[src/rtl/core/multichannel_gain_mixer_defines.svh]
// ---------------------------------------------------------------------------
// multichannel_gain_mixer_defines.svh
// Assertion macros shared by the mixer RTL.
// ---------------------------------------------------------------------------
`ifndef MULTICHANNEL_GAIN_MIXER_DEFINES_SVH
`define MULTICHANNEL_GAIN_MIXER_DEFINES_SVH

// same-cycle implication, sampled on clk, off during reset
`define MCGM_ASSERT_NOW(label, ante, cons, msg) \
    label: assert property (@(posedge clk) disable iff (!rst_n) (ante) |-> (cons)) \
        else $error(msg);

// next-cycle implication
`define MCGM_ASSERT_NEXT(label, ante, cons, msg) \
    label: assert property (@(posedge clk) disable iff (!rst_n) (ante) |=> (cons)) \
        else $error(msg);

`endif

[src/rtl/core/mcgm_pkg.sv]
// ---------------------------------------------------------------------------
// mcgm_pkg
// Types, constants and saturation helpers for the gain mixer.
// ---------------------------------------------------------------------------
package mcgm_pkg;

    localparam int CHANNELS_DEF = 9;
    localparam int SAMPLE_W     = 16;
    localparam int GAIN_W       = 32;
    localparam int CH_W         = 4;
    localparam int GAIN_SHIFT   = 16;
    localparam int PROD_W       = GAIN_W + SAMPLE_W;

    localparam logic MODE_MIX  = 1'b0;
    localparam logic MODE_GAIN = 1'b1;

    typedef logic signed [SAMPLE_W-1:0] sample_t;
    typedef logic signed [GAIN_W-1:0]   gain_t;
    typedef logic        [CH_W-1:0]     chan_t;
    typedef logic signed [PROD_W-1:0]   prod_t;

    localparam gain_t UNITY_GAIN = gain_t'(65536);

    // gained sample on its way to the accumulator
    typedef struct packed {
        logic    valid;
        logic    pres;
        logic    last;
        sample_t value;
    } mcgm_stage_t;

    // floor shift by GAIN_SHIFT, then clamp to 16 bits
    function automatic sample_t scale_sat(input prod_t p);
        logic [PROD_W-GAIN_SHIFT-SAMPLE_W:0] top_bits;
        top_bits = p[PROD_W-1:GAIN_SHIFT+SAMPLE_W-1];
        if ((&top_bits) || !(|top_bits))
            return p[GAIN_SHIFT+SAMPLE_W-1:GAIN_SHIFT];
        else if (p[PROD_W-1])
            return {1'b1, {(SAMPLE_W-1){1'b0}}};
        else
            return {1'b0, {(SAMPLE_W-1){1'b1}}};
    endfunction

    function automatic sample_t add_sat(input sample_t a, input sample_t b);
        logic signed [SAMPLE_W:0] s;
        s = {a[SAMPLE_W-1], a} + {b[SAMPLE_W-1], b};
        if (s[SAMPLE_W] == s[SAMPLE_W-1])
            return s[SAMPLE_W-1:0];
        else if (s[SAMPLE_W])
            return {1'b1, {(SAMPLE_W-1){1'b0}}};
        else
            return {1'b0, {(SAMPLE_W-1){1'b1}}};
    endfunction

endpackage

[src/rtl/core/mcgm_if.sv]
// ---------------------------------------------------------------------------
// mcgm_if
// Valid/ready channels of the mixer: item input and mixed-sample output.
// ---------------------------------------------------------------------------
interface mcgm_in_if
    import mcgm_pkg::*;
();
    logic    valid;
    logic    ready;
    logic    mode;
    chan_t   channel;
    gain_t   gain_value;
    sample_t sample;
    logic    present;
    logic    last;

    modport source (output valid, mode, channel, gain_value, sample, present, last,
                    input ready);
    modport sink   (input valid, mode, channel, gain_value, sample, present, last,
                    output ready);
endinterface

interface mcgm_out_if
    import mcgm_pkg::*;
();
    logic    valid;
    logic    ready;
    sample_t mixed_sample;

    modport source (output valid, mixed_sample, input ready);
    modport sink   (input valid, mixed_sample, output ready);
endinterface

[src/rtl/core/mcgm_gain_table.sv]
// ---------------------------------------------------------------------------
// mcgm_gain_table
// Per-channel Q16.16 gains, unity after reset; one write and one read port.
// ---------------------------------------------------------------------------
module mcgm_gain_table
    import mcgm_pkg::*;
#(
    parameter int CHANNELS = CHANNELS_DEF
)(
    input  logic  clk,
    input  logic  rst_n,
    input  logic  wr_en,
    input  chan_t wr_ch,
    input  gain_t wr_gain,
    input  chan_t rd_ch,
    output gain_t rd_gain,
    output logic  rd_ok
);
    localparam int IDX_W = (CHANNELS > 1) ? $clog2(CHANNELS) : 1;

    gain_t gain_reg [CHANNELS];
    logic  wr_ok;

    assign wr_ok = {1'b0, wr_ch} < (CH_W+1)'(CHANNELS);
    assign rd_ok = {1'b0, rd_ch} < (CH_W+1)'(CHANNELS);
    assign rd_gain = rd_ok ? gain_reg[rd_ch[IDX_W-1:0]] : '0;

    always_ff @(posedge clk or negedge rst_n)
    begin
        if (!rst_n)
        begin
            for (int i = 0; i < CHANNELS; i++)
                gain_reg[i] <= UNITY_GAIN;
        end
        else if (wr_en && wr_ok)
        begin
            gain_reg[wr_ch[IDX_W-1:0]] <= wr_gain;
        end
    end

endmodule

[src/rtl/core/mcgm_scale.sv]
// ---------------------------------------------------------------------------
// mcgm_scale
// Input register, then gain multiply with floor shift and 16-bit clamp.
// ---------------------------------------------------------------------------
module mcgm_scale
    import mcgm_pkg::*;
(
    input  logic        clk,
    input  logic        rst_n,
    input  logic        load,
    input  gain_t       gain,
    input  sample_t     sample,
    input  logic        pres,
    input  logic        last,
    input  logic        take,
    output logic        ready,
    output mcgm_stage_t st
);
    logic        v1_reg, v1_next;
    gain_t       gain_reg;
    sample_t     sample_reg;
    logic        pres1_reg, last1_reg;
    logic        v2_reg, v2_next;
    logic        pres2_reg, last2_reg;
    sample_t     value_reg;
    logic        adv1;
    prod_t       prod;

    assign adv1    = v1_reg && (!v2_reg || take);
    assign ready   = !v1_reg || adv1;
    assign v1_next = load || (v1_reg && !adv1);
    assign v2_next = adv1 || (v2_reg && !take);
    assign prod    = prod_t'(gain_reg) * prod_t'(sample_reg);

    always_ff @(posedge clk or negedge rst_n)
    begin
        if (!rst_n)
        begin
            v1_reg <= 1'b0;
            v2_reg <= 1'b0;
        end
        else
        begin
            v1_reg <= v1_next;
            v2_reg <= v2_next;
        end
    end

    always_ff @(posedge clk)
    begin
        if (load)
        begin
            gain_reg   <= gain;
            sample_reg <= sample;
            pres1_reg  <= pres;
            last1_reg  <= last;
        end
        if (adv1)
        begin
            pres2_reg <= pres1_reg;
            last2_reg <= last1_reg;
            value_reg <= pres1_reg ? scale_sat(prod) : '0;
        end
    end

    assign st.valid = v2_reg;
    assign st.pres  = pres2_reg;
    assign st.last  = last2_reg;
    assign st.value = value_reg;

endmodule

[src/rtl/core/mcgm_accum.sv]
// ---------------------------------------------------------------------------
// mcgm_accum
// Saturating running sum; emits the mix at the end of a sample time.
// ---------------------------------------------------------------------------
module mcgm_accum
    import mcgm_pkg::*;
(
    input  logic              clk,
    input  logic              rst_n,
    input  mcgm_stage_t       st,
    output logic              take,
    mcgm_out_if.source        mix
);
    sample_t acc_reg, acc_next;
    logic    any_reg, any_next;
    logic    out_valid_reg, out_valid_next;
    sample_t out_data_reg;
    sample_t sum;
    logic    emit;

    assign sum  = st.pres ? add_sat(acc_reg, st.value) : acc_reg;
    assign emit = st.last && (any_reg || st.pres);
    assign take = st.valid && (!emit || !out_valid_reg || mix.ready);

    always_comb
    begin
        acc_next       = acc_reg;
        any_next       = any_reg;
        out_valid_next = out_valid_reg && !mix.ready;
        if (take)
        begin
            if (st.last)
            begin
                acc_next = '0;
                any_next = 1'b0;
            end
            else
            begin
                acc_next = sum;
                any_next = any_reg || st.pres;
            end
            if (emit)
                out_valid_next = 1'b1;
        end
    end

    always_ff @(posedge clk or negedge rst_n)
    begin
        if (!rst_n)
        begin
            acc_reg       <= '0;
            any_reg       <= 1'b0;
            out_valid_reg <= 1'b0;
        end
        else
        begin
            acc_reg       <= acc_next;
            any_reg       <= any_next;
            out_valid_reg <= out_valid_next;
        end
    end

    always_ff @(posedge clk)
    begin
        if (take && emit)
            out_data_reg <= sum;
    end

    assign mix.valid        = out_valid_reg;
    assign mix.mixed_sample = out_data_reg;

endmodule

[src/rtl/core/multichannel_gain_mixer.sv]
// ---------------------------------------------------------------------------
// multichannel_gain_mixer
// Per-channel gain, saturating mix of up to CHANNELS streams.
//
//   channel   dir   payload
//   samples   in    mode, channel, gain_value, sample, present, last
//   mix       out   mixed_sample
//
// One request per cycle unless a stalled output holds the pipeline.
// Stages: input register, multiply/clamp register, accumulator + output reg.
// Gain writes land in the table at acceptance and take no pipeline slot.
// Reset restores unity gains and clears the running sum.
// Only an emitting request waits on a stalled output; ready falls when
// both pipeline stages are held behind it.
// ---------------------------------------------------------------------------
`include "multichannel_gain_mixer_defines.svh"

module multichannel_gain_mixer
    import mcgm_pkg::*;
#(
    parameter int CHANNELS = CHANNELS_DEF
)(
    input  logic       clk,
    input  logic       rst_n,
    mcgm_in_if.sink    samples,
    mcgm_out_if.source mix
);
    logic        accept;
    logic        gain_wr;
    logic        load;
    gain_t       rd_gain;
    logic        rd_ok;
    logic        take;
    logic        ready;
    mcgm_stage_t st;

    assign samples.ready = ready;
    assign accept  = samples.valid && ready;
    assign gain_wr = accept && (samples.mode == MODE_GAIN);
    assign load    = accept && (samples.mode == MODE_MIX);

    mcgm_gain_table #(
        .CHANNELS (CHANNELS)
    ) u_table (
        .clk     (clk),
        .rst_n   (rst_n),
        .wr_en   (gain_wr),
        .wr_ch   (samples.channel),
        .wr_gain (samples.gain_value),
        .rd_ch   (samples.channel),
        .rd_gain (rd_gain),
        .rd_ok   (rd_ok)
    );

    mcgm_scale u_scale (
        .clk    (clk),
        .rst_n  (rst_n),
        .load   (load),
        .gain   (rd_gain),
        .sample (samples.sample),
        .pres   (samples.present && rd_ok),
        .last   (samples.last),
        .take   (take),
        .ready  (ready),
        .st     (st)
    );

    mcgm_accum u_accum (
        .clk   (clk),
        .rst_n (rst_n),
        .st    (st),
        .take  (take),
        .mix   (mix)
    );

    `MCGM_ASSERT_NEXT(a_emit_shows, take && st.last && st.pres, mix.valid, "mix result not shown")
    `MCGM_ASSERT_NOW(a_stall_cause, st.valid && !take, mix.valid && !mix.ready, "spurious stall")
    `MCGM_ASSERT_NOW(a_full_pipe, !ready, st.valid && !take, "ready low with free stage")

endmodule

[src/flat_wrapper.sv]
// flat-port wrapper written by rule: the top's interface ports become plain ports
module multichannel_gain_mixer_flat import mcgm_pkg::*;
#(
    parameter int CHANNELS = CHANNELS_DEF
)
  (clk, rst_n, samples_valid, samples_mode, samples_channel, samples_gain_value, samples_sample, samples_present, samples_last, samples_ready, mix_valid, mix_mixed_sample, mix_ready);
  mcgm_in_if samples_i ();
  mcgm_out_if mix_i ();
  input  logic clk;
  input  logic rst_n;
  input wire logic [$bits(samples_i.valid)-1:0] samples_valid;
  input wire logic [$bits(samples_i.mode)-1:0] samples_mode;
  input wire logic [$bits(samples_i.channel)-1:0] samples_channel;
  input wire logic [$bits(samples_i.gain_value)-1:0] samples_gain_value;
  input wire logic [$bits(samples_i.sample)-1:0] samples_sample;
  input wire logic [$bits(samples_i.present)-1:0] samples_present;
  input wire logic [$bits(samples_i.last)-1:0] samples_last;
  output wire logic [$bits(samples_i.ready)-1:0] samples_ready;
  output wire logic [$bits(mix_i.valid)-1:0] mix_valid;
  output wire logic [$bits(mix_i.mixed_sample)-1:0] mix_mixed_sample;
  input wire logic [$bits(mix_i.ready)-1:0] mix_ready;
  assign samples_i.valid = samples_valid;
  assign samples_i.mode = samples_mode;
  assign samples_i.channel = samples_channel;
  assign samples_i.gain_value = samples_gain_value;
  assign samples_i.sample = samples_sample;
  assign samples_i.present = samples_present;
  assign samples_i.last = samples_last;
  assign samples_ready = samples_i.ready;
  assign mix_valid = mix_i.valid;
  assign mix_mixed_sample = mix_i.mixed_sample;
  assign mix_i.ready = mix_ready;
  multichannel_gain_mixer #(.CHANNELS(CHANNELS)) u_core (.clk(clk), .rst_n(rst_n), .samples(samples_i), .mix(mix_i));
endmodule
[config.mk]
export PLATFORM = sky130hd
export DESIGN_NAME = multichannel_gain_mixer_flat
export DESIGN_NICKNAME = d
export VERILOG_FILES = /design/src/rtl/core/mcgm_pkg.sv /design/src/rtl/core/mcgm_if.sv /design/src/rtl/core/mcgm_gain_table.sv /design/src/rtl/core/mcgm_scale.sv /design/src/rtl/core/mcgm_accum.sv /design/src/rtl/core/multichannel_gain_mixer.sv /design/src/flat_wrapper.sv
export VERILOG_INCLUDE_DIRS = /design/src /design/src/rtl/core
export SDC_FILE = /design/constraint.sdc
export NUM_CORES = 2
export LEC_CHECK = 0
export BUFFER_PORTS_ARGS = -buffer_cell sky130_fd_sc_hd__buf_2
export CELL_PAD_IN_SITES_DETAIL_PLACEMENT = 1
export CELL_PAD_IN_SITES_GLOBAL_PLACEMENT = 1
export CORE_ASPECT_RATIO = 1.5
export CORE_UTILIZATION = 45
export CTS_CLUSTER_DIAMETER = 100
export DETAILED_ROUTE_END_ITERATION = 6
export PLACE_DENSITY_LB_ADDON = 0.1
export SKIP_LAST_GASP = 1
export SLEW_MARGIN = 25
export SYNTH_ARGS = -nofsm -noshare
export SYNTH_HDL_FRONTEND = slang
export SYNTH_SLANG_ARGS = --single-unit
[constraint.sdc]
create_clock -name clk -period 6.3 [get_ports clk]
set_input_delay 0 -clock clk [delete_from_list [all_inputs] [get_ports clk]]
set_output_delay 0 -clock clk [all_outputs]
set_load 0.005 [all_outputs]
; After elaboration in Yosys (flattened, before gate mapping)
; Cells that the tools add are included.
[totals]
out_inout_bits = 18
reg_bits = 392
in_bits = 59
wordCells = 76
[classes]
n_reduce_logical = 31
n_bitwise = 2
mux = 15
n_eq_ne = 1
mul = 1
n_addsub = 1
order_cmp = 3
[ops]
columns = operator, count
row1 = $bwmux W288, 1
row2 = $bmux W32 S4, 1
row3 = $demux W32 S4, 1
row4 = $mux W16, 6
row5 = $mux W32, 3
row6 = $mul A32 B16 Y48, 1
row7 = $add A16 B16 Y17, 1
row8 = $reduce_and A17 Y1, 1
row9 = $reduce_or A17 Y1, 1
row10 = $logic_and A1 B1 Y1, 13
row11 = $logic_not A1 Y1, 8
row12 = $logic_or A1 B1 Y1, 8
row13 = $ge A5 B5 Y1 const B, 1
row14 = $lt A5 B1 Y1 const B, 1
row15 = $not A4 Y5, 1
row16 = $lt A4 B4 Y1 const B, 1
row17 = $mux W1, 3
row18 = $eq A1 B1 Y1, 1
row19 = $not A1 Y1, 1

; Logic depth before layout (Yosys ltp)
[depth]
word_depth = 12
depth_mapped = 28
mapped_depth_nobuf = 26

; By module
; Synthesis repeated with hierarchy kept, for this count alone.
[hier_totals]
hier_cells = 3310
area_unflattened_um2 = 35705.5
[by_module_without_submodules]
columns = module, instances, cells_per_inst, area_each_um2, seq_area_each_um2
row1 = mcgm_scale, 1, 2197, 20393.3, 2092.0
row2 = mcgm_gain_table, 1, 878, 13031.2, 7218.2
row3 = mcgm_accum, 1, 232, 2258.4, 930.9
row4 = multichannel_gain_mixer, 1, 3, 22.5, 0.0

; Worst setup path before layout
; OpenSTA, ideal clock, no wires.
[synth_path]
path_type = register to register
startpoint = register u_core.u_scale.gain_reg[31]
endpoint = register u_core.u_scale.value_reg[10] (data pin)
stages_incl_launch_ff = 28
slack_ns = -0.650
t_required_ns = 6.045
period_less_slack_ns = 6.950
setup_time_ns = 0.255
arrival_ns = 6.695
path_cell_list = edfxtp_1 clkbuf_1 nand2_1 inv_1 fa_1 inv_1 fa_1 inv_1 fa_1 fa_1 fa_1 inv_1 fa_1 inv_1 ha_1 clkbuf_1 a21oi_1 o21ai_0 a21oi_1 nor2_1 a2111oi_4 a21oi_2 or3_4 a211oi_2 and4_4 nand3b_4 buf_8 o21ai_2
[synth_via]
elab_chain_len = 5
word_cells_on_any_way = 7
cone_classes = mul (1) / mux (2) / reduce/logical (4)
[synth_lines]
columns = item, line
row1 = start: declaration, mcgm_scale.sv:20  ; gain_t gain_reg;
row2 = start signal: assignment, mcgm_scale.sv:53  ; gain_reg <= gain;
row3 = $mul A32 B16 Y48 *, mcgm_scale.sv:33  ; assign prod = prod_t'(gain_reg) * prod_t'(sample_reg);
row4 = $reduce_or A17 Y1, mcgm_pkg.sv:36  ; if ((&top_bits) || !(|top_bits))
row5 = $logic_not A1 Y1, mcgm_pkg.sv:36
row6 = $logic_or A1 B1 Y1, mcgm_pkg.sv:36
row7 = $mux W16 *, mcgm_pkg.sv:36
row8 = end signal: assignment, mcgm_scale.sv:62  ; value_reg <= pres1_reg ? scale_sat(prod) : '0;
row9 = end: declaration, mcgm_scale.sv:25  ; sample_t value_reg;
; Mark *: on every way between the ends. The rest lies on a longest branch, timed or not.
; A chain may end at the register's enable or synchronous reset.

; Final worst setup path
[layout_path]
startpoint = register u_core.u_scale.sample_reg[4]
endpoint = register u_core.u_scale.value_reg[12] (data pin)
[layout_via]
elab_chain_len = 5
word_cells_on_any_way = 7
cone_classes = mul (1) / mux (2) / reduce/logical (4)
[layout_lines]
columns = item, line
row1 = start: declaration, mcgm_scale.sv:21  ; sample_t sample_reg;
row2 = start signal: assignment, mcgm_scale.sv:54  ; sample_reg <= sample;
row3 = $mul A32 B16 Y48 *, mcgm_scale.sv:33
row4 = $reduce_or A17 Y1, mcgm_pkg.sv:36
row5 = $logic_not A1 Y1, mcgm_pkg.sv:36
row6 = $logic_or A1 B1 Y1, mcgm_pkg.sv:36
row7 = $mux W16 *, mcgm_pkg.sv:36
; Marks and branches as above.

==> key figures <==
Synth
  – EDFF count, synth: 84
  – Synth top area cells: fa_1 28%, dfrtp_1 21%, mux2_2 9.3%, edfxtp_1 7.1%, inv_1 6.1%
  – Syn nets: between 3000 and 4000
  – Mapped Cells: about 3200
  – Synthesized area: approximately 35000 um^2
  – Yosys reg bits: just under 400
  – Fraction of registers with async set or reset after synthesis: about 79%
  – Most common cell in the netlist: inv_1
  – Top cell type's share of synthesized area: roughly 28%
  – Synth Flop Type: dfrtp_1
  – Post-synth top area cell: fa_1
  – Top cell types by occurrence after synthesis: 570 x inv_1, 486 x fa_1, 385 x nand2_1, 299 x dfrtp_1, 291 x mux2_2
  – Yosys warning count: 0
  – Syn Area/Cell: between 10 and 15 um^2
  – Netlist cell types: between 70 and 80
  – Post-synthesis sequential area ratio: 29.0%

Critical path
  – Crit path launch: u_core.u_scale.sample_reg[4]$_DFFE_PP_
  – Arrival time worst endpoint: 7500 ps
  – Reg2reg end: u_core.u_scale.value_reg[12]$_SDFFCE_PN0P_
  – CP max-delay cell: fa_2
  – R2R setup slack: -850 ps
  – Crit-path max FO: 8
  – Cell mode on critical path: fa_1
  – Worst Path Required: between 6000 and 7000 ps
  – Reg2reg start: u_core.u_scale.sample_reg[4]$_DFFE_PP_
  – CP Class: reg -> reg
  – Critical Path End: u_core.u_scale.value_reg[12]$_SDFFCE_PN0P_
  – Worst Setup End Kind: flip-flop
  – Largest stage delay, worst path: roughly 590 ps
  – Kind of start point of the critical path: flip-flop
  – Worst Reg2Reg Path Length in Cells: 26

Cells and area
  – Fin nets: 4281
  – P&R area growth vs syn: 20.9%
  – Share of cells above drive strength 1: between 20 and 30%
  – Non-filler instance count after layout: about 4700
  – Fillers: about 8200
  – Max reg flops: between 200 and 300
  – Util after Layout: about 55%
  – N_diodes: 0

Clock network
  – Root buffer cell: clkbuf_16
  – CTS tree: done
  – CTS H-tree lvls: 2
  – Clk pin slew, worst setup/hold paths: roughly 60 ps
  – Clock latency on the worst-skew pair: ~600 ps
  – TritonCTS buffer count: 42
  – CTS sink count: around 390
  – Clock Path Buffers: 3

Route
  – DR WL/cell: ~22 um
  – Detailed Route Iter0 Violations: a little under 900
  – Detail Route Antenna Nets: 0
  – Drt pass-1 iters: 5
  – DRT Wirelength: around 100000 um
  – DRC: 0
  – Number of vias per cell: approximately 5.3
  – Routed vias: approximately 25000

Placed design
  – Hpwl dp: approximately 79000 um
  – IO Port Bufs: between 70 and 80
  – Post-Place Cells: 4469
  – RePlAce Congestion: a little under 0.9

STA
  – Period utilization: 114%
  – RSZ-0062 raised after global routing: yes
  – Final setup viols: 16
  – Hold Fails Final Rpt: 0
  – Worst setup slack after layout: -852 ps
  – Worst slew pin tran: a little under 1000 ps
  – Clock skew: approximately 22 ps
  – Max Freq: around 140 MHz
  – Max Slew Vio Count: 0
  – Final min period: between 7000 and 8000 ps
  – Slew Limit Headroom: between 30% and 40%
  – Fin Setup TNS: -12720 ps
  – Hold Slack: approximately 54 ps

Floorplan
  – Die ar.: about 80000 um^2
  – Starting density of the core: 45.6%
  – Io pins: 77
  – Core area: 77600 um^2
  – Die W: between 200 and 250 um
  – Die Y: around 350 um
  – Cell row count: 125

Run status
  – Failing checks: negative setup slack
  – Status: complete, but fails checks

Global routing
  – Largest net degree at the start of global routing: approximately 170
  – Number of global-route vias before repair: between 20000 and 30000
  – Initial antenna violation count: 0
  – Grt ovf: 0
  – Global-route wire length before repair: around 160000 um
  – GRT Resource Usage Total: a little over a quarter

Flow run
  – Max cap viols: 0

Hold path
  – Hold Crit Class: in -> async
==> metal layers <==
layer | up-vias | share of wire (%) | global-route usage, %
met5 | - | 0 | 0
met4 | 0 | 4.6 | 10.9
met3 | 235 | 2.3 | 2.42
met2 | 391 | 56 | 52.2
met1 | 13200 | 37 | 28.8
li1 | 11000 | - | -
==> area by class of cell <==
type                            instances  area, um^2  share of cell area [%]
Clock buffer                           63        1240                    2.91
Inverter                              571        2150                    5.03
Multi-Input combinational cell       2106       23300                    54.5
Sequential cell                       392       10200                    24.0
Clock inverter                         15         169                   0.395
Tap cell                             1016        1270                    2.97
Timing Repair Buffer                  496        4390                    10.3
==> layout by cell type (no fill, tap or decap), drive strengths merged, types with 14 or more instances in the layout <==
master	instances
a21o	17
a21oi	68
and2	206
and3	15
buf	440
clkbuf	65
dfrtp	299
dlygate4sd3	54
edfxtp	84
fa	486
ha	127
inv	576
mux2	291
mux2i	34
mux4	64
nand2	385
nand3	34
nor2	77
nor3	20
o21ai	94
xnor2	32
xor2	14
==> worst min path at each step <==
stage / start / endpoint / cells after the start
after global routing: rst_n / u_core.u_accum.acc_reg[4]$_DFFE_PN0P_ / 3
after global placement: rst_n / u_core.u_accum.acc_reg[1]$_DFFE_PN0P_ / 1
after floorplan: rst_n / u_core.u_accum.acc_reg[0]$_DFFE_PN0P_ / 0
after detailed placement: rst_n / u_core.u_accum.acc_reg[0]$_DFFE_PN0P_ / 1
final: rst_n / u_core.u_accum.acc_reg[4]$_DFFE_PN0P_ / 3
after CTS: rst_n / u_core.u_accum.acc_reg[4]$_DFFE_PN0P_ / 3
==> stage by stage <==
stage               setup slack [ps]  cell area [um^2]
floorplan                       -340             35600
global placement                -957             39300
detailed placement             -1250             39300
CTS                             -794             42200
global route                   -1100             42700
finish                          -852             42700
==> worst max-delay path: cells and delay by family, from the launching register on <==
kind	cells	cell delay [ps]
flops	1	430
simple gates	5	1080
fa+ha+maj	7	3330
buf+inv	7	700
compound gates	7	1350
==> cell families after synthesis <==
| group | count (synthesis) | share of synthesized area, % |
|---|---|---|
| buf+inv | 730 | 7.88 |
| simple gates | 798 | 10.9 |
| xor+xnor | 46 | 1.14 |
| flops | 392 | 29.0 |
| mux | 389 | 14.3 |
| compound gates | 257 | 4.77 |
| fa+ha+maj | 615 | 32.1 |
==> timing repair <==
action | CTS | global route
hold buffers | 55 | 0
gates resized for setup | 131 | 98
gates cloned | 5 | 1
endpoints found under the setup margin | 16 | 16
hold endpoints to repair | 388 | 0
buffers inserted | 26 | 28
pin swaps | 49 | 63
Power is left out: the tool's default activity adds up to more than one toggle a clock period on the data nets, which glitch-free logic cannot reach.
